==> config.mk <==
export PLATFORM = sky130hd
export DESIGN_NAME = gcs_front
export DESIGN_NICKNAME = d
export VERILOG_FILES = /design/src/sv/gcs_pkg.sv /design/src/sv/gcs_front.sv
export SDC_FILE = /design/constraint.sdc
export NUM_CORES = 2
export LEC_CHECK = 0
export BUFFER_PORTS_ARGS = -buffer_cell sky130_fd_sc_hd__buf_2
export CORE_MARGIN = 5
export CORE_UTILIZATION = 45
export DETAILED_ROUTE_END_ITERATION = 12
export PLACE_DENSITY = 0.73
export SETUP_SLACK_MARGIN = 0.02
export SLEW_MARGIN = 20
export SYNTH_ARGS = -nofsm -noshare
export SYNTH_HDL_FRONTEND = slang
export SYNTH_SLANG_ARGS = --single-unit
export TNS_END_PERCENT = 20
==> constraint.sdc <==
create_clock -name i_clk -period 15.4 [get_ports i_clk]
set_clock_uncertainty 0.05 [all_clocks]
set_input_delay 0.77 -clock i_clk [delete_from_list [all_inputs] [get_ports i_clk]]
set_output_delay 0.77 -clock i_clk [all_outputs]
set_load 0.02 [all_outputs]
==> src/sv/gcs_pkg.sv <==
// gcs_pkg: widths, constants and shared types of the curvature stencil
// used by gcs_front, gcs_queue, gcs_back and gradient_curvature_stencil
// no dependencies
package gcs_pkg;

    localparam int FRACTION_BITS = 8;
    localparam int INNER_BITS    = 16;
    localparam int PIX_W         = 18;
    localparam int OUT_W         = 24;
    localparam int THR_W         = 16;
    localparam int NUM_PIX       = 9;
    localparam int CFG_ADDR_W    = 4;

    // shift from pixel format to the q16 inner format
    localparam int SHIFT = INNER_BITS - FRACTION_BITS;
    localparam int PW    = PIX_W + SHIFT;  // one pixel in q16
    localparam int SW    = PW + 1;         // sum of two pixels
    localparam int AXW   = PW + 2;         // ax, ay
    localparam int LW    = PW + 2;         // isotropic curvature
    localparam int TW    = PW + 3;         // offset laplacian for the divide by 3

    localparam logic [17:0] SQRT2_Q16 = 18'd92682;
    localparam logic [17:0] CONS_Q16  = 18'd19195;

    localparam logic [THR_W-1:0] THR_RESET = 16'd256;

    // register indexes
    localparam logic [1:0] REG_GRAD_THRESHOLD = 2'd0;

    // queue between front and back
    localparam int Q_DEPTH = 4;
    localparam int Q_AW    = $clog2(Q_DEPTH);
    localparam int Q_CW    = $clog2(Q_DEPTH + 1);

    typedef struct packed {
        logic signed [AXW-1:0] ax;
        logic signed [AXW-1:0] ay;
        logic signed [LW-1:0]  lap;
        logic signed [SW-1:0]  ce;
        logic signed [SW-1:0]  lr;
        logic signed [SW-1:0]  ud;
        logic signed [SW-1:0]  dru;
        logic signed [SW-1:0]  dlu;
    } t_qent;

    typedef struct packed {
        logic full;
        logic empty;
    } t_qstat;

endpackage

==> src/sv/gcs_front.sv <==
// gcs_front: input register, gradients and isotropic laplacian in four stages
// depends on gcs_pkg
module gcs_front (
    input  logic                               i_clk,
    input  logic                               i_rst_n,
    input  logic                               i_en,
    input  logic                               i_valid,
    input  logic signed [gcs_pkg::PIX_W-1:0]   i_pix [gcs_pkg::NUM_PIX],
    output logic                               o_valid,
    output gcs_pkg::t_qent                     o_ent
);
    import gcs_pkg::*;

    localparam int IX_UL = 0;
    localparam int IX_UP = 1;
    localparam int IX_UR = 2;
    localparam int IX_LF = 3;
    localparam int IX_CE = 4;
    localparam int IX_RT = 5;
    localparam int IX_DL = 6;
    localparam int IX_DN = 7;
    localparam int IX_DR = 8;
    localparam int SX    = PW + 5;
    localparam logic [TW-1:0] LAP_OFF = TW'(3) << PW;
    localparam logic [TW:0]   DIV3_M  = (TW + 1)'(((64'd1 << (TW + 2)) + 64'd2) / 64'd3);

    logic [3:0] r_v;

    // stage 0
    logic signed [PIX_W-1:0] r_pix [NUM_PIX];

    // stage 1
    logic signed [PW+1:0] r1_cmd, r1_cpd;
    logic signed [PW:0]   r1_rl, r1_du;
    logic [TW-1:0]        r1_t;
    logic signed [SW-1:0] r1_ce, r1_lr, r1_ud, r1_dru, r1_dlu;

    // stage 2
    logic signed [PW+3:0] r2_px, r2_py;
    logic signed [PW:0]   r2_rl, r2_du;
    logic [PW+1:0]        r2_lapq;
    logic signed [SW-1:0] r2_ce, r2_lr, r2_ud, r2_dru, r2_dlu;

    // stage 3
    t_qent r3;

    logic signed [PW-1:0]  w_q [NUM_PIX];
    logic signed [PW:0]    w_c1, w_d1;
    logic signed [SX-1:0]  w_s;
    logic signed [TW-1:0]  w_s4;
    logic signed [PW+19:0] w_mx, w_my;
    logic [2*TW:0]         w_md;
    logic signed [PW+3:0]  w_sx, w_sy;
    logic signed [PW+21:0] w_ax, w_ay;
    logic signed [PW+2:0]  w_lap;

    always_comb begin
        for (int i = 0; i < NUM_PIX; i++) begin
            w_q[i] = PW'(r_pix[i]) <<< SHIFT;
        end
        w_c1 = (PW + 1)'(w_q[IX_DR]) - (PW + 1)'(w_q[IX_UL]);
        w_d1 = (PW + 1)'(w_q[IX_DL]) - (PW + 1)'(w_q[IX_UR]);
        w_s  = SX'(w_q[IX_UL]) + SX'(w_q[IX_UR]) + SX'(w_q[IX_DL]) + SX'(w_q[IX_DR])
             + ((SX'(w_q[IX_UP]) + SX'(w_q[IX_LF]) + SX'(w_q[IX_RT]) + SX'(w_q[IX_DN])) <<< 1)
             - (SX'(w_q[IX_CE]) <<< 3) - (SX'(w_q[IX_CE]) <<< 2);
        // floor(s/12) = floor(floor(s/4)/3), offset keeps the dividend positive
        w_s4 = TW'(w_s >>> 2);
        w_mx = $signed(SQRT2_Q16) * r1_cmd;
        w_my = $signed(SQRT2_Q16) * r1_cpd;
        w_md = (2 * TW + 1)'(r1_t) * (2 * TW + 1)'(DIV3_M);
        w_sx = (PW + 4)'(r2_rl) + r2_px;
        w_sy = (PW + 4)'(r2_du) + r2_py;
        w_ax = $signed(CONS_Q16) * w_sx;
        w_ay = $signed(CONS_Q16) * w_sy;
        w_lap = $signed({1'b0, r2_lapq}) - $signed((PW + 3)'(1) << PW);
    end

    always_ff @(posedge i_clk) begin
        if (!i_rst_n) begin
            r_v <= '0;
        end else if (i_en) begin
            r_v <= {r_v[2:0], i_valid};
        end
    end

    always_ff @(posedge i_clk) begin
        if (i_en) begin
            r_pix  <= i_pix;

            r1_cmd <= (PW + 2)'(w_c1) - (PW + 2)'(w_d1);
            r1_cpd <= (PW + 2)'(w_c1) + (PW + 2)'(w_d1);
            r1_rl  <= (PW + 1)'(w_q[IX_RT]) - (PW + 1)'(w_q[IX_LF]);
            r1_du  <= (PW + 1)'(w_q[IX_DN]) - (PW + 1)'(w_q[IX_UP]);
            r1_t   <= w_s4 + LAP_OFF;
            r1_ce  <= SW'(w_q[IX_CE]);
            r1_lr  <= SW'(w_q[IX_LF]) + SW'(w_q[IX_RT]);
            r1_ud  <= SW'(w_q[IX_UP]) + SW'(w_q[IX_DN]);
            r1_dru <= SW'(w_q[IX_DR]) + SW'(w_q[IX_UL]);
            r1_dlu <= SW'(w_q[IX_DL]) + SW'(w_q[IX_UR]);

            r2_px   <= w_mx[PW+19:16];
            r2_py   <= w_my[PW+19:16];
            r2_lapq <= w_md[2*TW:TW+2];
            r2_rl   <= r1_rl;
            r2_du   <= r1_du;
            r2_ce   <= r1_ce;
            r2_lr   <= r1_lr;
            r2_ud   <= r1_ud;
            r2_dru  <= r1_dru;
            r2_dlu  <= r1_dlu;

            r3.ax  <= w_ax[16 +: AXW];
            r3.ay  <= w_ay[16 +: AXW];
            r3.lap <= w_lap[LW-1:0];
            r3.ce  <= r2_ce;
            r3.lr  <= r2_lr;
            r3.ud  <= r2_ud;
            r3.dru <= r2_dru;
            r3.dlu <= r2_dlu;
        end
    end

    assign o_valid = r_v[3];
    assign o_ent   = r3;

endmodule

---- Word-level counts from Yosys, hierarchy flattened ----
Index checks and enable logic that the tools add are counted.
cells by class
  add/sub/neg operators ................... 23
  multiply operators ...................... 5
operators with widths
  kind                      number
  $add A26 B26 Y27          6
  $sub A26 B26 Y27          4
  $mul A17 B28 Y45 const A  2
  $mul A16 B30 Y44 const A  2
  $add A27 B30 Y30          2
  $mul A29 B30 Y59 const B  1
  $add A28 B26 Y29          2
  $add A27 B26 Y28          2
  $add A29 B30 Y31          1
  $sub A31 B28 Y31          1
  $sub A31 B29 Y31          1
  $add A29 B28 Y29 const B  1
  $add A27 B27 Y28          1
  $sub A27 B27 Y28          1
  $sub A28 B27 Y28 const B  1
storage, ports and cells
  flip-flop bits (word level) ............. 909
  bits of input ports ..................... 166
  output and inout bits ................... 220
  logic and storage cells ................. 66

---- Logic depth before layout (Yosys ltp) ----
  depth after elaboration ................. 7
  gate-level depth with buffers ........... 37
  mapped depth without buffers ............ 37

---- Worst setup path before layout ----
Ideal clock, no wire load.
  path kind ............................... flip-flop to flip-flop
  start point ............................. register r2_du[8]
  end point ............................... register r3 (netlist bit o_ent[190]) (data pin)
  library setup time ...................... 0.270 ns
  arrival time ............................ 7.841 ns
  required time ........................... 15.080 ns
  slack ................................... 7.239 ns
  stages on the path, launching flop included .. 36
  path buffers ............................ 0
  period minus slack after synthesis ...... 8.161 ns
  cells stage by stage .................... edfxtp_1 -> ha_1 -> inv_1 -> fa_1 -> nor2b_1 -> o31a_1 -> o41ai_2 -> o211ai_1 -> a31o_1 -> a221o_1 -> a21o_1 -> a21oi_4 -> xor2_4 -> inv_2 -> ha_1 -> fa_1 -> inv_1 -> fa_1 -> fa_1 -> inv_1 -> fa_1 -> inv_1 -> fa_1 -> inv_1 -> ha_1 -> nand2_1 -> nor2_1 -> a21oi_1 -> nand2_1 -> and2_1 -> a31oi_1 -> a221o_1 -> a311oi_1 -> nor4_1 -> a311oi_1 -> xor2_1
between the ends
  cells in the longest elaborated chain, start to end .. 2
RTL lines
  what                    line              source
  start, declared         gcs_front.sv:40   logic signed [PW:0] r2_rl, r2_du;
  start signal, assigned  gcs_front.sv:105  r2_du <= r1_du;
  $add A27 B30 Y30        gcs_front.sv:72   w_sy = (PW + 4)'(r2_du) + r2_py;
  $mul A16 B30 Y44        gcs_front.sv:74   w_ay = $signed(CONS_Q16) * w_sy;
  named net w_ay[43]      gcs_front.sv:54   logic signed [PW+21:0] w_ax, w_ay;
  end, declared           gcs_front.sv:45   t_qent r3;
The timed path passes the listed nets, and every way through them passes these cells.
A chain may end at the register's enable or synchronous reset.

---- Worst setup path in the final report ----
  start point ............................. register r2_py[8]
  end point ............................... register r3 (netlist bit o_ent[190]) (data pin)
between the ends
  cells in the longest elaborated chain, start to end .. 2
RTL lines
  what                    line              source
  start, declared         gcs_front.sv:39   logic signed [PW+3:0] r2_px, r2_py;
  start signal, assigned  gcs_front.sv:102  r2_py <= w_my[PW+19:16];
  $add A27 B30 Y30        gcs_front.sv:72
  $mul A16 B30 Y44        gcs_front.sv:74
  named net w_ay[43]      gcs_front.sv:54
The timed path passes the listed nets, and every way through them passes these cells.

==> results.tsv <==
stage	metric	value	unit
run_status	status	finished, final reports clean	
global_route	initial antenna violation count	22	
setup_path	CP Max Fanout	9	
clock_tree	# hold bufs at CTS	0	
clock_tree	maximum clock insertion buffer count	3	
cells_and_area	Multi-input gate area	0.0455	mm2
route	Post-DRT Antenna Nets	0	
route	routed wire length	174	mm
floorplan	Starting Density	45.3	%
clock_tree	clk sinks	754	
min_path	hold endpoint	r_pix[48]	
route	via count	45900	
route	DR WL/cell	18.9	um
global_route	M1 GR Usage	25.2	%
cells_and_area	finished layout cell area	0.0823	mm2
clock_tree	setup bufs post-CTS	0	
timing	Final Max Tran Viols	0	
timing	Tightest Pin Transition	1.06	ns
setup_path	FF-to-FF Start	r2_py[8]	
setup_path	Worst R2R End	o_ent[190]	
timing	Final TNS setup	0	ns
cells_and_area	fin nets	9179	
place	Final Wtd Congestion	0.916	
flow_run	Max Cap Viol	0	
setup_path	CP Launch Type	flop	
timing	slew margin rel.	29.2	%
synth	sequential share of the synthesized area	30.3	%
global_route	global-route wire length before repair	274	mm
min_path	Hold Path Stages	1	
synth	synthesized flop and latch total	754	
timing	setup violators final	0	
synth	Syn Std Cell Area	0.0747	mm2
min_path	Hold Path Class	input port to flop	
route	Vias/cell	5.00	
cells_and_area	FILL cells	14500	
setup_path	most frequent CP cell	fa_1	
floorplan	number of I/O pins	386	
cells_and_area	synthesis-to-layout area growth	10.2	%
timing	fmax	108	MHz
timing	crit share post-route	60.4	%
cells_and_area	commonest non-fill, non-tap cell in the layout	inv_1	
synth	Unique masters post-synth	87	
floorplan	die width	417	um
setup_path	worst reg2reg path depth	35	
cells_and_area	layout cells sized above 1	8.09	%
setup_path	critical path type	flop to flop	
global_route	gr ovfl total	0	
setup_path	reg2reg setup slack	6.10	ns
clock_tree	total CTS buffers	86	
floorplan	die area	0.174	mm2
global_route	Most Crowded Layer GR	met2	
synth	post-synthesis async set-or-reset flop share	0	%
global_route	Total Routing Usage GR	20.3	%
route	Pre-Repair DR Iteration Count	8	
timing	final hold slack	0.152	ns
global_route	vias in the first global route	49900	
floorplan	Row Count	149	
setup_path	slowest stage delay, CP	0.55	ns
timing	min Tclk post-route	9.30	ns
route	# DRC	0	
clock_tree	CTS tree	yes	
timing	RSZ-0062 raised after global routing	false	
synth	Main synth FF type	edfxtp_1	
global_route	GRT met2 Usage	35.7	%
route	initial DRC count	2315	
synth	synth warn	0	
global_route	largest net degree at the start of global routing	167	
clock_tree	root buffer cell	clkbuf_16	
clock_tree	clock latency on the worst-skew pair	0.73	ns
floorplan	area of the core	0.165	mm2
setup_path	Crit path arrival time	9.67	ns
cells_and_area	commonest non-fill, non-tap cells in the layout	inv_1, ha_1, fa_1, edfxtp_1, buf_2	
synth	Mapped Cells	6481	
global_route	met3 usage	2.93	%
clock_tree	CTS-repair resized insts	0	
min_path	hold wc startpoint	i_pix[48]	
floorplan	chip height	417	um
timing	Hold Vio Cnt, Final	0	
setup_path	slowest stage cell on the critical path	fa_1	
place	Placed Area	0.0792	mm2
setup_path	CP Capture Type	flop	
place	port bufs	345	
setup_path	Req. time, crit path	15.78	ns
synth	Post-Syn Area per Cell	11.5	um2
place	Post-DP HPWL	147	mm
synth	EDFF count, synth	750	
clock_tree	H-Tree Depth	3	
cells_and_area	Seq. cell area	0.0226	mm2
clock_tree	Clock transition at path regs	0.07	ns
-- critical path: cells and delay by family, from the launching register on --
kind            cells  cell delay [ns]
fa+ha+maj           9             3.69
compound gates     12             3.25
simple gates        6             0.74
xor+xnor            2             0.45
buf+inv             6             0.44
flops               1             0.38
-- area by class of cell --
type / instances / share of cell area, %
timing repair buffer: 376 / 2.42
antenna: 14 / 0.0426
sequential: 754 / 27.5
clock inverter: 66 / 1.13
multi-input combinational: 4012 / 55.3
inverter: 1685 / 7.68
tap: 2189 / 3.33
clock buffer: 93 / 2.65
-- registers in the layout, indices dropped and copies added, names as in the netlist --
| register | flops |
|---|---|
| o_ent | 178 |
| r1_ce | 18 |
| r1_cmd | 20 |
| r1_cpd | 19 |
| r1_dlu | 19 |
| r1_dru | 19 |
| r1_du | 19 |
| r1_lr | 18 |
| r1_rl | 19 |
| r1_t | 23 |
| r1_ud | 18 |
| r2_ce | 18 |
| r2_dlu | 19 |
| r2_dru | 19 |
| r2_du | 19 |
| r2_lapq | 28 |
| r2_lr | 18 |
| r2_px | 30 |
| r2_py | 30 |
| r2_rl | 19 |
| r2_ud | 18 |
| r_pix | 162 |
| r_v | 4 |
-- worst max-delay path by stage --
stage	start	endpoint	depth (start not counted)
global route	r2_rl[8]	o_ent[218]	34
finish	r2_py[8]	o_ent[190]	35
floorplan	r2_du[8]	o_ent[190]	35
global placement	r2_du[8]	o_ent[190]	35
detailed placement	r2_py[8]	o_ent[190]	32
CTS	r2_py[8]	o_ent[190]	32
-- cells in the mapped netlist, types with 6 or more instances --
| cell type | count | area, um2 |
|---|---|---|
| inv_1 | 1681 | 6310 |
| ha_1 | 1152 | 14400 |
| fa_1 | 946 | 18900 |
| edfxtp_1 | 750 | 22500 |
| nor2_1 | 255 | 957 |
| xnor2_1 | 249 | 2180 |
| a21oi_1 | 242 | 1210 |
| xor2_1 | 119 | 1040 |
| nand2_1 | 103 | 387 |
| o21ai_0 | 101 | 505 |
| a21o_1 | 89 | 668 |
| nor3_1 | 76 | 380 |
| o21bai_1 | 55 | 413 |
| nand3_1 | 53 | 265 |
| nor2b_1 | 53 | 332 |
| o21a_1 | 49 | 368 |
| buf_4 | 41 | 308 |
| o21ai_1 | 40 | 200 |
| nand2b_1 | 38 | 238 |
| and3_1 | 35 | 219 |
| a31oi_1 | 29 | 181 |
| clkbuf_1 | 22 | 82.6 |
| o211ai_1 | 19 | 143 |
| or3_1 | 19 | 119 |
| a211oi_1 | 18 | 135 |
| or2_2 | 16 | 100 |
| nand4_1 | 15 | 93.8 |
| mux2i_1 | 14 | 140 |
| and2_1 | 12 | 75.1 |
| o41ai_1 | 12 | 105 |
| o31a_1 | 9 | 78.8 |
| a21boi_0 | 8 | 60.1 |
| nor3b_1 | 8 | 60.1 |
| o2111ai_1 | 8 | 70.1 |
| o31ai_1 | 8 | 60.1 |
| a221o_1 | 6 | 60.1 |
| a41o_1 | 6 | 60.1 |
| nand3b_1 | 6 | 45.0 |
| o41a_1 | 6 | 67.6 |
-- kinds of logic after synthesis --
kind of cell             share of synthesized area, %
AO/OA/AOI/OAI                                    6.90
XOR/XNOR                                         4.40
adder cells (fa/ha/maj)                          44.7
buffers and inverters                            9.02
flip-flops                                       30.3
multiplexers                                    0.248
other                                         0.00502
AND/OR/NAND/NOR                                  4.50
-- metal layers --
metal	part of all wire [%]	up-vias	wire length, um
met5	0.052	-	91
met4	4.4	14	7600
met3	4.4	268	7640
met2	50	890	86800
met1	41	22900	71800
li1	-	21800	-
-- through the flow --
step | utilization [%] | worst slack [ns] | cells
after floorplan | - | 7.24 | 6520
final | 49.9 | 6.10 | 9189
after global placement | 48.0 | 6.39 | 9016
after detailed placement | 48.0 | 6.21 | 9016
after global routing | 49.9 | 5.66 | 9178
after CTS | 49.9 | 6.15 | 9175
Power is left out: the tool's default activity adds up to more than one toggle a clock period on the data nets, which glitch-free logic cannot reach.
