$ cat config.mk
export PLATFORM = sky130hd
export DESIGN_NAME = gcs_queue
export DESIGN_NICKNAME = d
export VERILOG_FILES = /design/src/sv/gcs_pkg.sv /design/src/sv/gcs_queue.sv
export SDC_FILE = /design/constraint.sdc
export NUM_CORES = 1
export LEC_CHECK = 0
export ABC_AREA = 0
export BUFFER_PORTS_ARGS = -buffer_cell sky130_fd_sc_hd__buf_2
export CAP_MARGIN = 30
export CORE_MARGIN = 1.5
export CORE_UTILIZATION = 45
export DETAILED_ROUTE_END_ITERATION = 16
export PLACE_DENSITY = 0.67
export SLEW_MARGIN = 30
export SYNTH_ARGS = -nofsm -noshare
export SYNTH_HDL_FRONTEND = slang
export SYNTH_SLANG_ARGS = --single-unit
$ cat constraint.sdc
create_clock -name i_clk -period 6.6 [get_ports i_clk]
set_clock_uncertainty 0.1 [all_clocks]
set_input_delay 0.33 -clock i_clk [delete_from_list [all_inputs] [get_ports i_clk]]
set_output_delay 0.33 -clock i_clk [all_outputs]
set_load 0.01 [all_outputs]
$ cat src/sv/gcs_pkg.sv
// gcs_pkg: widths, constants and shared types of the curvature stencil
// used by gcs_front, gcs_queue, gcs_back and gradient_curvature_stencil
// no dependencies
package gcs_pkg;

    localparam int FRACTION_BITS = 8;
    localparam int INNER_BITS    = 16;
    localparam int PIX_W         = 18;
    localparam int OUT_W         = 24;
    localparam int THR_W         = 16;
    localparam int NUM_PIX       = 9;
    localparam int CFG_ADDR_W    = 4;

    // shift from pixel format to the q16 inner format
    localparam int SHIFT = INNER_BITS - FRACTION_BITS;
    localparam int PW    = PIX_W + SHIFT;  // one pixel in q16
    localparam int SW    = PW + 1;         // sum of two pixels
    localparam int AXW   = PW + 2;         // ax, ay
    localparam int LW    = PW + 2;         // isotropic curvature
    localparam int TW    = PW + 3;         // offset laplacian for the divide by 3

    localparam logic [17:0] SQRT2_Q16 = 18'd92682;
    localparam logic [17:0] CONS_Q16  = 18'd19195;

    localparam logic [THR_W-1:0] THR_RESET = 16'd256;

    // register indexes
    localparam logic [1:0] REG_GRAD_THRESHOLD = 2'd0;

    // queue between front and back
    localparam int Q_DEPTH = 4;
    localparam int Q_AW    = $clog2(Q_DEPTH);
    localparam int Q_CW    = $clog2(Q_DEPTH + 1);

    typedef struct packed {
        logic signed [AXW-1:0] ax;
        logic signed [AXW-1:0] ay;
        logic signed [LW-1:0]  lap;
        logic signed [SW-1:0]  ce;
        logic signed [SW-1:0]  lr;
        logic signed [SW-1:0]  ud;
        logic signed [SW-1:0]  dru;
        logic signed [SW-1:0]  dlu;
    } t_qent;

    typedef struct packed {
        logic full;
        logic empty;
    } t_qstat;

endpackage

$ cat src/sv/gcs_queue.sv
// gcs_queue: short flop queue that decouples the front from the back
// depends on gcs_pkg
module gcs_queue (
    input  logic            i_clk,
    input  logic            i_rst_n,
    input  logic            i_push,
    input  gcs_pkg::t_qent  i_ent,
    input  logic            i_pop,
    output gcs_pkg::t_qent  o_ent,
    output gcs_pkg::t_qstat o_stat
);
    import gcs_pkg::*;

    t_qent            r_mem [Q_DEPTH];
    logic [Q_AW-1:0]  r_wr, r_rd;
    logic [Q_CW-1:0]  r_count;
    logic             w_push, w_pop;

    assign o_stat.full  = (r_count == Q_CW'(Q_DEPTH));
    assign o_stat.empty = (r_count == '0);
    assign w_push = i_push && !o_stat.full;
    assign w_pop  = i_pop && !o_stat.empty;
    assign o_ent  = r_mem[r_rd];

    always_ff @(posedge i_clk) begin
        if (!i_rst_n) begin
            r_wr    <= '0;
            r_rd    <= '0;
            r_count <= '0;
        end else begin
            if (w_push) begin
                r_wr <= (r_wr == Q_AW'(Q_DEPTH - 1)) ? '0 : r_wr + 1'b1;
            end
            if (w_pop) begin
                r_rd <= (r_rd == Q_AW'(Q_DEPTH - 1)) ? '0 : r_rd + 1'b1;
            end
            r_count <= r_count + Q_CW'(w_push) - Q_CW'(w_pop);
        end
    end

    always_ff @(posedge i_clk) begin
        if (w_push) begin
            r_mem[r_wr] <= i_ent;
        end
    end

    a_no_overflow: assert property (@(posedge i_clk) disable iff (!i_rst_n)
        i_push |-> (!o_stat.full || !w_push))
        else $error("queue push while full");

    a_count: assert property (@(posedge i_clk) disable iff (!i_rst_n)
        $past(i_rst_n) |-> r_count == $past(r_count) + Q_CW'($past(w_push))
                                       - Q_CW'($past(w_pop)))
        else $error("queue fill count lost track");

    a_ptr_gap: assert property (@(posedge i_clk) disable iff (!i_rst_n)
        (!o_stat.full && !o_stat.empty) |-> r_wr != r_rd)
        else $error("queue pointers meet with entries in flight");

endmodule

After elaboration in Yosys (flattened, before gate mapping)
Memories as Yosys holds them, arrays and structs flattened. A register that Yosys moved wholly into a read port is not among the register bits.
Cells that the tools add are included.
W data, S select, Z words.
{"block": "classes", "n_bitwise": 0, "n_shift": 0, "n_mux": 6, "n_lt_le_gt_ge": 0, "div_mod_pow": 0, "n_mul": 0, "n_reduce_logical": 5, "n_eq_ne": 3, "addsub": 4}
{"op": "$mux W2", "count": 4}
{"op": "$add A2 B1 Y2 const B", "count": 2}
{"op": "$eq A2 B2 Y1 const B", "count": 2}
{"op": "$add A3 B1 Y3", "count": 1}
{"op": "$eq A3 B3 Y1 const B", "count": 1}
{"op": "$logic_not A3 Y1", "count": 1}
{"op": "$sub A3 B1 Y3", "count": 1}
{"op": "$logic_and A1 B1 Y1", "count": 2}
{"op": "$logic_not A1 Y1", "count": 2}
{"op": "$mux W1", "count": 2}
{"block": "word_totals", "word_cells": 22, "output_inout_bits": 221, "mem_bits_ro": 0, "register_bits": 7, "ramBits": 876, "memories": 1, "latch_bits": 0, "input_bits": 223}
{"memory": "r_mem", "words": 4, "width": 219, "read_ports": 1, "rd_clocked_by_memory_dff": 1, "write_ports": 1, "line": "gcs_queue.sv:14", "source": "t_qent r_mem [Q_DEPTH];"}

Depth between registers and ports, before layout
Gate-level depths: netlist of run 1.
{"block": "logic_depth", "ltp_word": 5, "depth_mapped": 11, "depth_no_buf": 10}

Worst setup path before layout of run 1
OpenSTA, ideal clock, no wires.
{"block": "synth_path", "path_kind": "reg-to-reg", "start": "reg r_count[2]", "end": "mem r_mem[1][0] (netlist name) (enable)", "period_less_slack_ns": 6.564, "arrival_time_ns": 5.857, "path_stages_with_launch": 5, "required_ns": 5.893, "path_buffers": 1, "setup_ns": 0.607, "path_slack_ns": 0.036, "path_cell_list": "dfxtp_1 nor3b_1 nor2b_1 clkbuf_1 and2_1"}
{"item": "start, declared", "line": "gcs_queue.sv:16", "source": "logic [Q_CW-1:0] r_count;"}
{"item": "start signal, assigned", "line": "gcs_queue.sv:37", "source": "r_count <= r_count + Q_CW'(w_push) - Q_CW'(w_pop);"}
{"item": "end, declared", "line": "gcs_queue.sv:14"}

==> results of run 1 <==
-- cells in the final DEF, fill, tap and decap left out, types with 4 or more instances in the layout --
| cell type | synthesis | final |
|---|---|---|
| mux4_2 | 219 | 219 |
| ha_1 | 7 | 7 |
| buf_4 | 0 | 5 |
| buf_12 | 22 | 7 |
| bufinv_16 | 0 | 10 |
| nand2_1 | 6 | 6 |
| dlygate4sd3_1 | 0 | 221 |
| clkbuf_16 | 0 | 94 |
| clkinv_2 | 0 | 22 |
| diode_2 | 0 | 4 |
| clkbuf_1 | 4 | 16 |
| buf_2 | 22 | 443 |
| edfxtp_1 | 876 | 876 |
| dfxtp_1 | 9 | 7 |
| and2_4 | 0 | 4 |
| inv_1 | 7 | 7 |
| clkinv_1 | 0 | 16 |
-- per-stage QoR --
step | total power, W | cell area (um^2) | hold WS, ps | utilization, %
after global routing | 0.01589 | 40590 | 92.92 | 56.97
final | 0.01526 | 40590 | 120.6 | 56.98
after CTS | 0.01546 | 40560 | 71.21 | 56.93
after floorplan | 0.009316 | 32310 | 328.9 | -
after global placement | 0.01018 | 35310 | 377.2 | 49.56
after detailed placement | 0.01023 | 35310 | 405.0 | 49.56
-- worst max-delay path by stage --
| stage | from | end | slack (ps) | cells after the start |
|---|---|---|---|---|
| 3_5_place_dp | r_count[2] | r_mem[3][14] | 3540 | 4 |
| 2_1_floorplan | r_count[2] | r_mem[1][0] | 40 | 4 |
| 5_1_grt | flip-flop | o_ent[28] | 2880 | 4 |
| 3_3_place_gp | r_count[2] | r_mem[0][184] | 3570 | 4 |
| 6_report | flip-flop | o_ent[28] | 3140 | 3 |
| 4_1_cts | flip-flop | o_ent[28] | 3060 | 3 |
-- area by class of cell --
class | count | area, um^2 | area share [%]
sequential | 885 | 26490 | 65.27
multi-input combinational | 254 | 5207 | 12.83
timing repair buffer | 677 | 4634 | 11.42
clock buffer | 110 | 2412 | 5.943
tap | 950 | 1189 | 2.928
clock inverter | 57 | 620.6 | 1.529
inverter | 7 | 26.28 | 0.06473
antenna | 4 | 10.01 | 0.02466
-- worst max-delay path: cells and delay by family (launching register included) --
family   cells  cell delay, ps
mux          1             420
flops        1             820
buf+inv      2            1020
-- where the power goes --
| part | switching [W] | internal, W | leakage (nW) |
|---|---|---|---|
| clock network | 0.00208 | 0.00301 | 1.48 |
| registers | 0.000179 | 0.00684 | 8.10 |
| logic | 0.00167 | 0.00148 | 4.07 |
| total | 0.00393 | 0.0113 | 13.7 |
-- per-layer routing --
metal | track usage [%] | part of all wire (%) | vias up
li1 | - | - | 6647
met2 | 28.26 | 51 | 425
met4 | 4.602 | 1.9 | 6
met1 | 22.90 | 41 | 7973
met3 | 5.157 | 6.8 | 96
met5 | 0 | 0.061 | -
-- state kept, by name, summed over array words and instances (netlist names), named ones only --
register	cells
r_mem	876
r_rd	2
r_wr	2
r_count	3
-- cells by family after synthesis --
family / Yosys count / synth area share, %
flip-flops: 885 / 81.97
buffers and inverters: 58 / 1.948
multiplexers: 221 / 15.33
AO/OA/AOI/OAI: 3 / 0.05422
AND/OR/NAND/NOR: 20 / 0.3175
XOR/XNOR: 2 / 0.05422
adder cells (fa/ha/maj): 8 / 0.3330
-- what timing repair did --
item	4_1_cts	5_1_grt
gates resized for setup	0	0
endpoints found under the hold margin	885	0
hold buffers	221	0
==> results by group, run 1 <==
Outcome
  • Outcome: finished, final reports clean

Setup path
  • CP max-delay cell: buf_4
  • Worst Path Class, Setup: flip-flop to output port
  • Critical path peak fanout: 64
  • Worst Setup End Kind: output port
  • Max incr delay on CP: 850 ps
  • RR Startpoint: r_count[2]
  • Req. time, crit path: 6170 ps
  • Worst reg2reg path depth: 4
  • Reg-to-reg slack, setup: 3530 ps
  • Worst EP arrival: 3030 ps
  • Worst reg2reg endpoint: r_mem[3][179]
  • Cell Chain, Critical Path: buf_4, mux4_2, buf_2
  • Critical path launch point type: flip-flop

Synthesis
  • Mapped Area: 32,310 um^2
  • Ys Warns: 0
  • Post-synthesis async set-or-reset flop share: 0%
  • Mapped Cells: 1,197
  • Count leader, synth: edfxtp_1
  • Area contributors post-synth: edfxtp_1 (81%), mux4_2 (15%), buf_12 (1.4%)
  • Post-synthesis sequential area ratio: 81.97%
  • Post-synth top cells: edfxtp_1 (876), mux4_2 (219), buf_12 (22), buf_2 (22), dfxtp_1 (9)
  • Seq cells post-synth: 885
  • Mapped Nets: 1,428
  • Largest area contributor in the netlist: edfxtp_1
  • Synth Flop Type: edfxtp_1
  • Netlist cell types: 22
  • Area fraction of the dominant cell type after synthesis: 81.41%
  • Syn avg cell area: 26.99 um^2
  • Post-synth EDFFs: 876

GRT
  • Overflow after GRT: 0
  • First-pass GRT wire length: 97.01 mm
  • Initial antenna violation count: 5
  • Largest net degree at the start of global routing: 121
  • Global-route usage over all layers: 17.35%
  • Vias in the first global route: 16,050

Flow run
  • Max_cap viols: 0

Cells and area
  • Fill count: 5,174
  • Fin nets: 2,147
  • Share of post-route cells with drive strength above 1: 41.01%
  • Synth-to-layout area growth: 25.63%
  • Fin cells: 2,944

Timing
  • Rel. slew slack: 34.20%
  • Slack of the critical path: 3140 ps
  • Pins Over Slew Limit: 0
  • Setup TNS: 0 ps
  • RSZ-0062 raised after global routing: false
  • Worst Tran Pin Value: 987.0 ps
  • Final count of negative-setup-slack endpoints: 0
  • Min cycle time layout: 3460 ps
  • Max Fclk: 0.2890 GHz
  • Post-route clock period utilization: 52.43%
  • Fin. Hold Viols: 0

Floorplanning
  • Core area: 71,240 um^2
  • Die ar.: 73,420 um^2
  • Die Y: 271.0 um
  • Die Span X: 271.0 um
  • # rows: 98
  • Initial Utilization: 45.36%
  • I/O pin count: 444

Min path
  • Worst Hold Path Cells: 3
  • Worst hold path class: input pin to flip-flop
  • Beginning of the worst hold path: i_push
  • Endpoint, Worst Hold: r_wr[1]

Placed design
  • Place WS: 3540 ps
  • DP HPWL: 36.16 mm
  • Placed cell count: 2,551
  • Port Buffer Count: 443
  • Final Wtd Congestion: 0.7411

Clock tree
  • CTS tree: done
  • Clk_lat worst skew: 630 ps
  • Post-CTS setup buffers: 0
  • Root buf cell: clkbuf_16
  • CTS buffer count: 91
  • H-tree depth: 3
  • Sink Count: 885
  • Bufs on Longest Clock Path: 3
  • Worst-path clk slew: 60 ps

Drt
  • WL/cell: 21.61 um
  • DRT antenna net count: 0
  • Via count: 15,150
  • Final wirelength: 63.61 mm
  • Drt first pass iters: 4
  • Detailed-route vias per instance: 5.145
  • 1st-iter DRT viols: 1,165
  • Residual DRC count: 0

Pwr
  • Max IR drop VDD: 0.2497 mV
  • PwrDens: 375.9 nW/um^2
  • Leak: 13.65 nW
Power figures use the tool's default switching activity.
==> run 2: changes to the inputs <==
==> constraint.sdc (replaced) <==
create_clock -name i_clk -period 3.08 [get_ports i_clk]
set_clock_uncertainty 0.1 [all_clocks]
set_input_delay 0.154 -clock i_clk [delete_from_list [all_inputs] [get_ports i_clk]]
set_output_delay 0.154 -clock i_clk [all_outputs]
set_load 0.01 [all_outputs]
==> results by group, run 2 (synthesis gave the netlist of run 1 again) <==
Pwr
  • Switching Fraction: 26.16% (+0.43 points)
  • Cell internal pwr: 0.02423 W (+110%)
  • Max IR drop VDD: 0.5489 mV (+120%)
  • NetSw: 0.008584 W (+120%)
  • Sequential share of power: 45.6% (-0.4 points)
  • Clock network power share: 32.3% (-1.1 points)
  • Combinational share of power: 22.1% (+1.5 points)
  • PwrDens: 797.3 nW/um^2 (+110%)
  • Leak: 13.95 nW (+2.2%)
  • Pwr Total: 0.03281 W (+120%)

Timing
  • Post-route clock period utilization: 88.75%
  • Max Fclk: 0.3658 GHz
  • Fin. Hold Viols: 0 (unchanged)
  • Final count of negative-setup-slack endpoints: 0 (unchanged)
  • Slack of the critical path: 346.4 ps (-2793 ps)
  • Pins Over Slew Limit: 0 (unchanged)
  • Rel. slew slack: 58.59% (+24 points)
  • RSZ-0062 raised after global routing: false
  • Worst Tran Pin Value: 621.1 ps (-365.9 ps)
  • Min cycle time layout: 2734 ps

Setup path
  • Cell Chain, Critical Path: buf_12, buf_12, mux4_2, buf_2
  • Critical path peak fanout: 30 (-53%)
  • Worst Setup End Kind: output port
  • CP delay by family, top: buffers and inverters
  • WP buf/inv: 3 (+1)
  • Max incr delay on CP: 580 ps (-270 ps)
  • Worst EP arrival: 2480 ps (-550 ps)
  • Critical path launch point type: flip-flop
  • CP most frequent cell: buf_12
  • Req. time, crit path: 2830 ps (-3340 ps)
  • Worst Path Class, Setup: flip-flop to output port
  • CP max-delay cell: mux4_2

Drt
  • Top routing layer used: met4
  • 1st-iter DRT viols: 946 (-19%)
  • Residual DRC count: 0 (unchanged)
  • Drt first pass iters: 5 (+1)
  • M1 WL: 26.12 mm (+1.1%)
  • DRT antenna net count: 0 (unchanged)
  • Final wirelength: 66.89 mm (+5.1%)
  • Detailed-route vias per instance: 5.119 (-0.50%)
  • WL/cell: 22.32 um (+3.3%)
  • WL met2: 35.09 mm (+9.0%)
  • Via count: 15,340 (+1.3%)
  • WL met3: 4.203 mm (-3.4%)

Floorplanning
  • # rows: 98 (unchanged)
  • Die Y: 271.0 um (unchanged)
  • Die Span X: 271.0 um (unchanged)
  • I/O pin count: 444 (unchanged)
  • Die ar.: 73,420 um^2 (unchanged)
  • Core area: 71,240 um^2 (unchanged)
  • Initial Utilization: 45.36% (unchanged)

GRT
  • Overflow after GRT: 0 (unchanged)
  • Largest net degree at the start of global routing: 68 (-44%)
  • Global-route usage over all layers: 18.30% (+0.95 points)
  • Vias in the first global route: 16,800 (+4.7%)
  • First-pass GRT wire length: 101.5 mm (+4.7%)
  • Initial antenna violation count: 3 (-2)

Cells and area
  • Share of post-route cells with drive strength above 1: 42.58% (+1.6 points)
  • Fill count: 5,153 (-0.41%)
  • Fin nets: 2,200 (+2.5%)
  • Largest Register: r_mem
  • Fin cells: 2,996 (+1.8%)
  • Reg area: 26,490 um^2 (unchanged)
  • Commonest non-fill, non-tap cell in the layout: edfxtp_1
  • Most frequent cells in the layout: edfxtp_1 (876), buf_2 (443), dlygate4sd3_1 (223)
  • Fin area: 41,150 um^2 (+1.4%)
  • Synth-to-layout area growth: 27.37%
  • Area occupied by multi-input gates: 5207 um^2 (unchanged)
  • Max reg flops: 876 (unchanged)
  • Biggest regs: r_mem (876), r_count (3)

Clock tree
  • Bufs on Longest Clock Path: 3 (unchanged)
  • Sink Count: 885 (unchanged)
  • H-tree depth: 3 (unchanged)
  • CTS tree: done
  • Clk_lat worst skew: 620 ps (about the same)
  • Root buf cell: clkbuf_16
  • CTS resizes: 0 (unchanged)
  • Worst-path clk slew: 60 ps (about the same)
  • CTS buffer count: 89 (-2.2%)

Placed design
  • Port Buffer Count: 443 (unchanged)
  • DP HPWL: 41.67 mm (+15%)
  • Place WS: 565.4 ps (-2975 ps)
  • Dpl cell area: 35,980 um^2 (+1.9%)
  • Placed cell count: 2,605 (+2.1%)
  • Final Wtd Congestion: 0.7612 (+2.7%)

Flow run
  • Max_cap viols: 0 (unchanged)

Min path
  • Worst hold path class: input pin to flip-flop

Outcome
  • Outcome: finished, final reports clean
==> run 2: path summary, 6_finish.rpt <==
check             startpoint            end  slack (ps)  cells after the start
setup reg to reg  r_count[1]     r_count[2]         580                      9
setup / recovery   flip-flop      o_ent[98]         350                      4
hold / removal    i_ent[185]  r_mem[2][185]         170                      2
hold reg to reg      r_rd[1]      flip-flop         420                      2
==> run 2: stage by stage <==
| stage | TNS (ps) | hold WS [ps] | util [%] |
|---|---|---|---|
| after floorplan | -900470 | 152.9 | - |
| after global placement | 0 | 262.4 | 50.50 |
| after detailed placement | 0 | 269.6 | 50.50 |
| after CTS | 0 | 121.9 | 57.76 |
| after global routing | 0 | 144.6 | 57.77 |
| final | 0 | 170.9 | 57.77 |
==> run 2: power groups by stage <==
stage | registers [W] | clock network (W) | logic [W]
final | 0.0150 | 0.0106 | 0.00724
after global routing | 0.0151 | 0.0113 | 0.00775
after CTS | 0.0150 | 0.0108 | 0.00742
after detailed placement | 0.0152 | 0 | 0.00713
after global placement | 0.0151 | 0 | 0.00709
after floorplan | 0.0152 | 0 | 0.00461
==> run 2: layer usage <==
layer / track usage, % / vias to the layer above
met5: 0 / -
met4: 5.675 / 0
met3: 4.509 / 95
met2: 31.63 / 420
met1: 22.78 / 8065
li1: - / 6757
==> run 2: timing repair <==
action / in CTS / in global routing
hold buffers: 223 / 0
buffers inserted: 0 / 0
endpoints found under the hold margin: 885 / 0
==> run 2: area by class of cell <==
type / count / area share [%]
Inverter: 7 / 0.06385
Tap cell: 950 / 2.888
Antenna cell: 3 / 0.01824
Clock inverter: 57 / 1.350
Multi-Input combinational cell: 254 / 12.65
Sequential cell: 885 / 64.37
Clock buffer: 108 / 5.786
Timing Repair Buffer: 732 / 12.87
==> run 3: changes to the inputs <==
--- a/config.mk
+++ b/config.mk
@@ -11,7 +11,7 @@
 export CORE_MARGIN = 1.5
 export CORE_UTILIZATION = 45
 export DETAILED_ROUTE_END_ITERATION = 16
-export PLACE_DENSITY = 0.67
+export PLACE_DENSITY = 0.73
 export SLEW_MARGIN = 30
 export SYNTH_ARGS = -nofsm -noshare
 export SYNTH_HDL_FRONTEND = slang
==> results by group, run 3 (synthesis gave the netlist of run 1 again) <==
GRT
  • Global-route usage over all layers: 18.05% (-0.25 points)
  • Vias in the first global route: 16,720 (-0.50%)
  • Overflow after GRT: 0 (unchanged)
  • First-pass GRT wire length: 100.6 mm (-0.92%)
  • Largest net degree at the start of global routing: 97 (+43%)
  • Initial antenna violation count: 2 (-1)

Setup path
  • Req. time, crit path: 2830 ps (about the same)
  • Critical path peak fanout: 20 (-33%)
  • Worst Setup End Kind: output port
  • Worst Path Class, Setup: flip-flop to output port
  • Max incr delay on CP: 540 ps (-40 ps)
  • RR Startpoint: r_count[1]
  • CP max-delay cell: mux4_2
  • Critical path launch point type: flip-flop
  • Worst reg2reg path depth: 9 (unchanged)
  • Worst reg2reg endpoint: r_count[2]
  • Reg-to-reg slack, setup: 560 ps (-20 ps)
  • Cell Chain, Critical Path: buf_12, buf_4, mux4_2, buf_2
  • Worst EP arrival: 2430 ps (-50 ps)

Drt
  • Residual DRC count: 0 (unchanged)
  • Via count: 15,500 (+1.1%)
  • Final wirelength: 66.27 mm (-0.91%)
  • DRT antenna net count: 0 (unchanged)
  • Drt first pass iters: 5 (unchanged)
  • 1st-iter DRT viols: 1,133 (+20%)
  • WL/cell: 22.27 um (-0.25%)
  • Detailed-route vias per instance: 5.209 (+1.7%)

Timing
  • Fin. Hold Viols: 0 (unchanged)
  • RSZ-0062 raised after global routing: false
  • Max Fclk: 0.3729 GHz (+1.9%)
  • Min cycle time layout: 2681 ps (-52.22 ps)
  • Rel. slew slack: 52.01% (-6.6 points)
  • Final count of negative-setup-slack endpoints: 0 (unchanged)
  • Post-route clock period utilization: 87.06% (-1.7 points)
  • Setup TNS: 0 ps (unchanged)
  • Pins Over Slew Limit: 0 (unchanged)
  • Worst Tran Pin Value: 719.8 ps (+98.75 ps)

Placed design
  • Placed cell count: 2,593 (-0.46%)
  • Final Wtd Congestion: 0.7409 (-2.7%)
  • Port Buffer Count: 443 (unchanged)
  • DP HPWL: 39.79 mm (-4.5%)

Pwr
  • Max IR drop VDD: 0.7608 mV (+39%)
  • Combinational share of power: 22.2% (about the same)
  • NetSw: 0.008542 W (-0.50%)
  • Pwr Total: 0.03250 W (-0.94%)
  • PwrDens: 794.1 nW/um^2 (-0.39%)
  • Clock network power share: 31.8% (-0.5 points)
  • Leak: 13.81 nW (-1.0%)
  • Sequential share of power: 46.0% (+0.4 points)
  • Cell internal pwr: 0.02396 W (-1.1%)
  • Switching Fraction: 26.28% (+0.12 points)

Clock tree
  • Post-CTS setup buffers: 0 (unchanged)
  • Clk_lat worst skew: 610 ps (about the same)
  • CTS resizes: 0 (unchanged)
  • Sink Count: 885 (unchanged)
  • Worst-path clk slew: 60 ps (about the same)
  • CTS buffer count: 88 (-1.1%)
  • Root buf cell: clkbuf_16
  • CTS tree: done
  • H-tree depth: 3 (unchanged)
  • Bufs on Longest Clock Path: 3 (unchanged)
  • Hold_buf cts: 223 (unchanged)

Floorplanning
  • Die Span X: 271.0 um (unchanged)
  • I/O pin count: 444 (unchanged)
  • Die Y: 271.0 um (unchanged)
  • # rows: 98 (unchanged)
  • Die ar.: 73,420 um^2 (unchanged)
  • Core area: 71,240 um^2 (unchanged)
  • Initial Utilization: 45.36% (unchanged)

Cells and area
  • Fin nets: 2,187 (-0.59%)
  • Commonest non-fill, non-tap cell in the layout: edfxtp_1
  • Synth-to-layout area growth: 26.67%
  • Biggest regs: r_mem (876), r_count (3)
  • Share of post-route cells with drive strength above 1: 41.83% (-0.76 points)
  • Fin cells: 2,976 (-0.67%)
  • Max reg flops: 876 (unchanged)
  • Largest Register: r_mem
  • Most frequent cells in the layout: edfxtp_1 (876), buf_2 (443), dlygate4sd3_1 (223)

Outcome
  • Outcome: finished, final reports clean

Min path
  • Worst hold path class: input pin to flip-flop
  • Beginning of the worst hold path: i_ent[124]
  • Worst Hold Path Cells: 2 (unchanged)
  • Endpoint, Worst Hold: r_mem[0][124]

Flow run
  • Max_cap viols: 0 (unchanged)
-- run 3: power groups by stage --
stage / clock network, W / logic (W) / registers (W)
after floorplan: 0 / 0.00461 / 0.0152
after global placement: 0 / 0.00699 / 0.0151
after detailed placement: 0 / 0.00705 / 0.0152
after CTS: 0.0105 / 0.00734 / 0.0150
after global routing: 0.0110 / 0.00768 / 0.0151
final: 0.0103 / 0.00721 / 0.0150
-- run 3: worst max-delay path: cells and delay by family (launching register included) --
kind | cells | cell delay [ps]
muxes | 1 | 540
buffers and inverters | 3 | 720
DFF | 1 | 520
-- run 3: area by class of cell --
| cell class | instances | area (um^2) |
|---|---|---|
| Tap cell | 950 | 1189 |
| Antenna cell | 1 | 2.502 |
| Sequential cell | 885 | 26490 |
| Multi-Input combinational cell | 254 | 5207 |
| Clock inverter | 56 | 531.8 |
| Fill cell | 5034 | 30310 |
| Timing Repair Buffer | 720 | 5180 |
| Clock buffer | 103 | 2301 |
| Inverter | 7 | 26.28 |
-- run 3: routing by layer --
| metal | track usage [%] | vias to the layer above | routed length, um |
|---|---|---|---|
| met5 | 0 | - | 14 |
| met2 | 31.09 | 524 | 34910 |
| met1 | 22.70 | 8125 | 25400 |
| li1 | - | 6730 | - |
| met3 | 3.657 | 120 | 3924 |
| met4 | 6.601 | 2 | 2031 |
-- run 3: worst max-delay path by stage --
stage,start,end,cells after the start
2_1_floorplan,r_count[2],r_mem[0][0],4
3_3_place_gp,r_count[1],r_count[2],9
3_5_place_dp,r_count[1],r_count[2],9
4_1_cts,flip-flop,o_ent[68],4
5_1_grt,flip-flop,o_ent[68],4
6_report,flip-flop,o_ent[68],4
-- run 3: metrics by stage --
stage	util (%)	area (um^2)	hold slack, ps	setup WS (ps)
finish	57.45	40930	174.8	398.7
global route	57.45	40930	143.2	230.3
CTS	57.45	40930	123.4	301.3
detailed placement	50.34	35860	270.3	572.4
global placement	50.34	35860	262.1	650.2
floorplan	-	32320	152.9	-1028
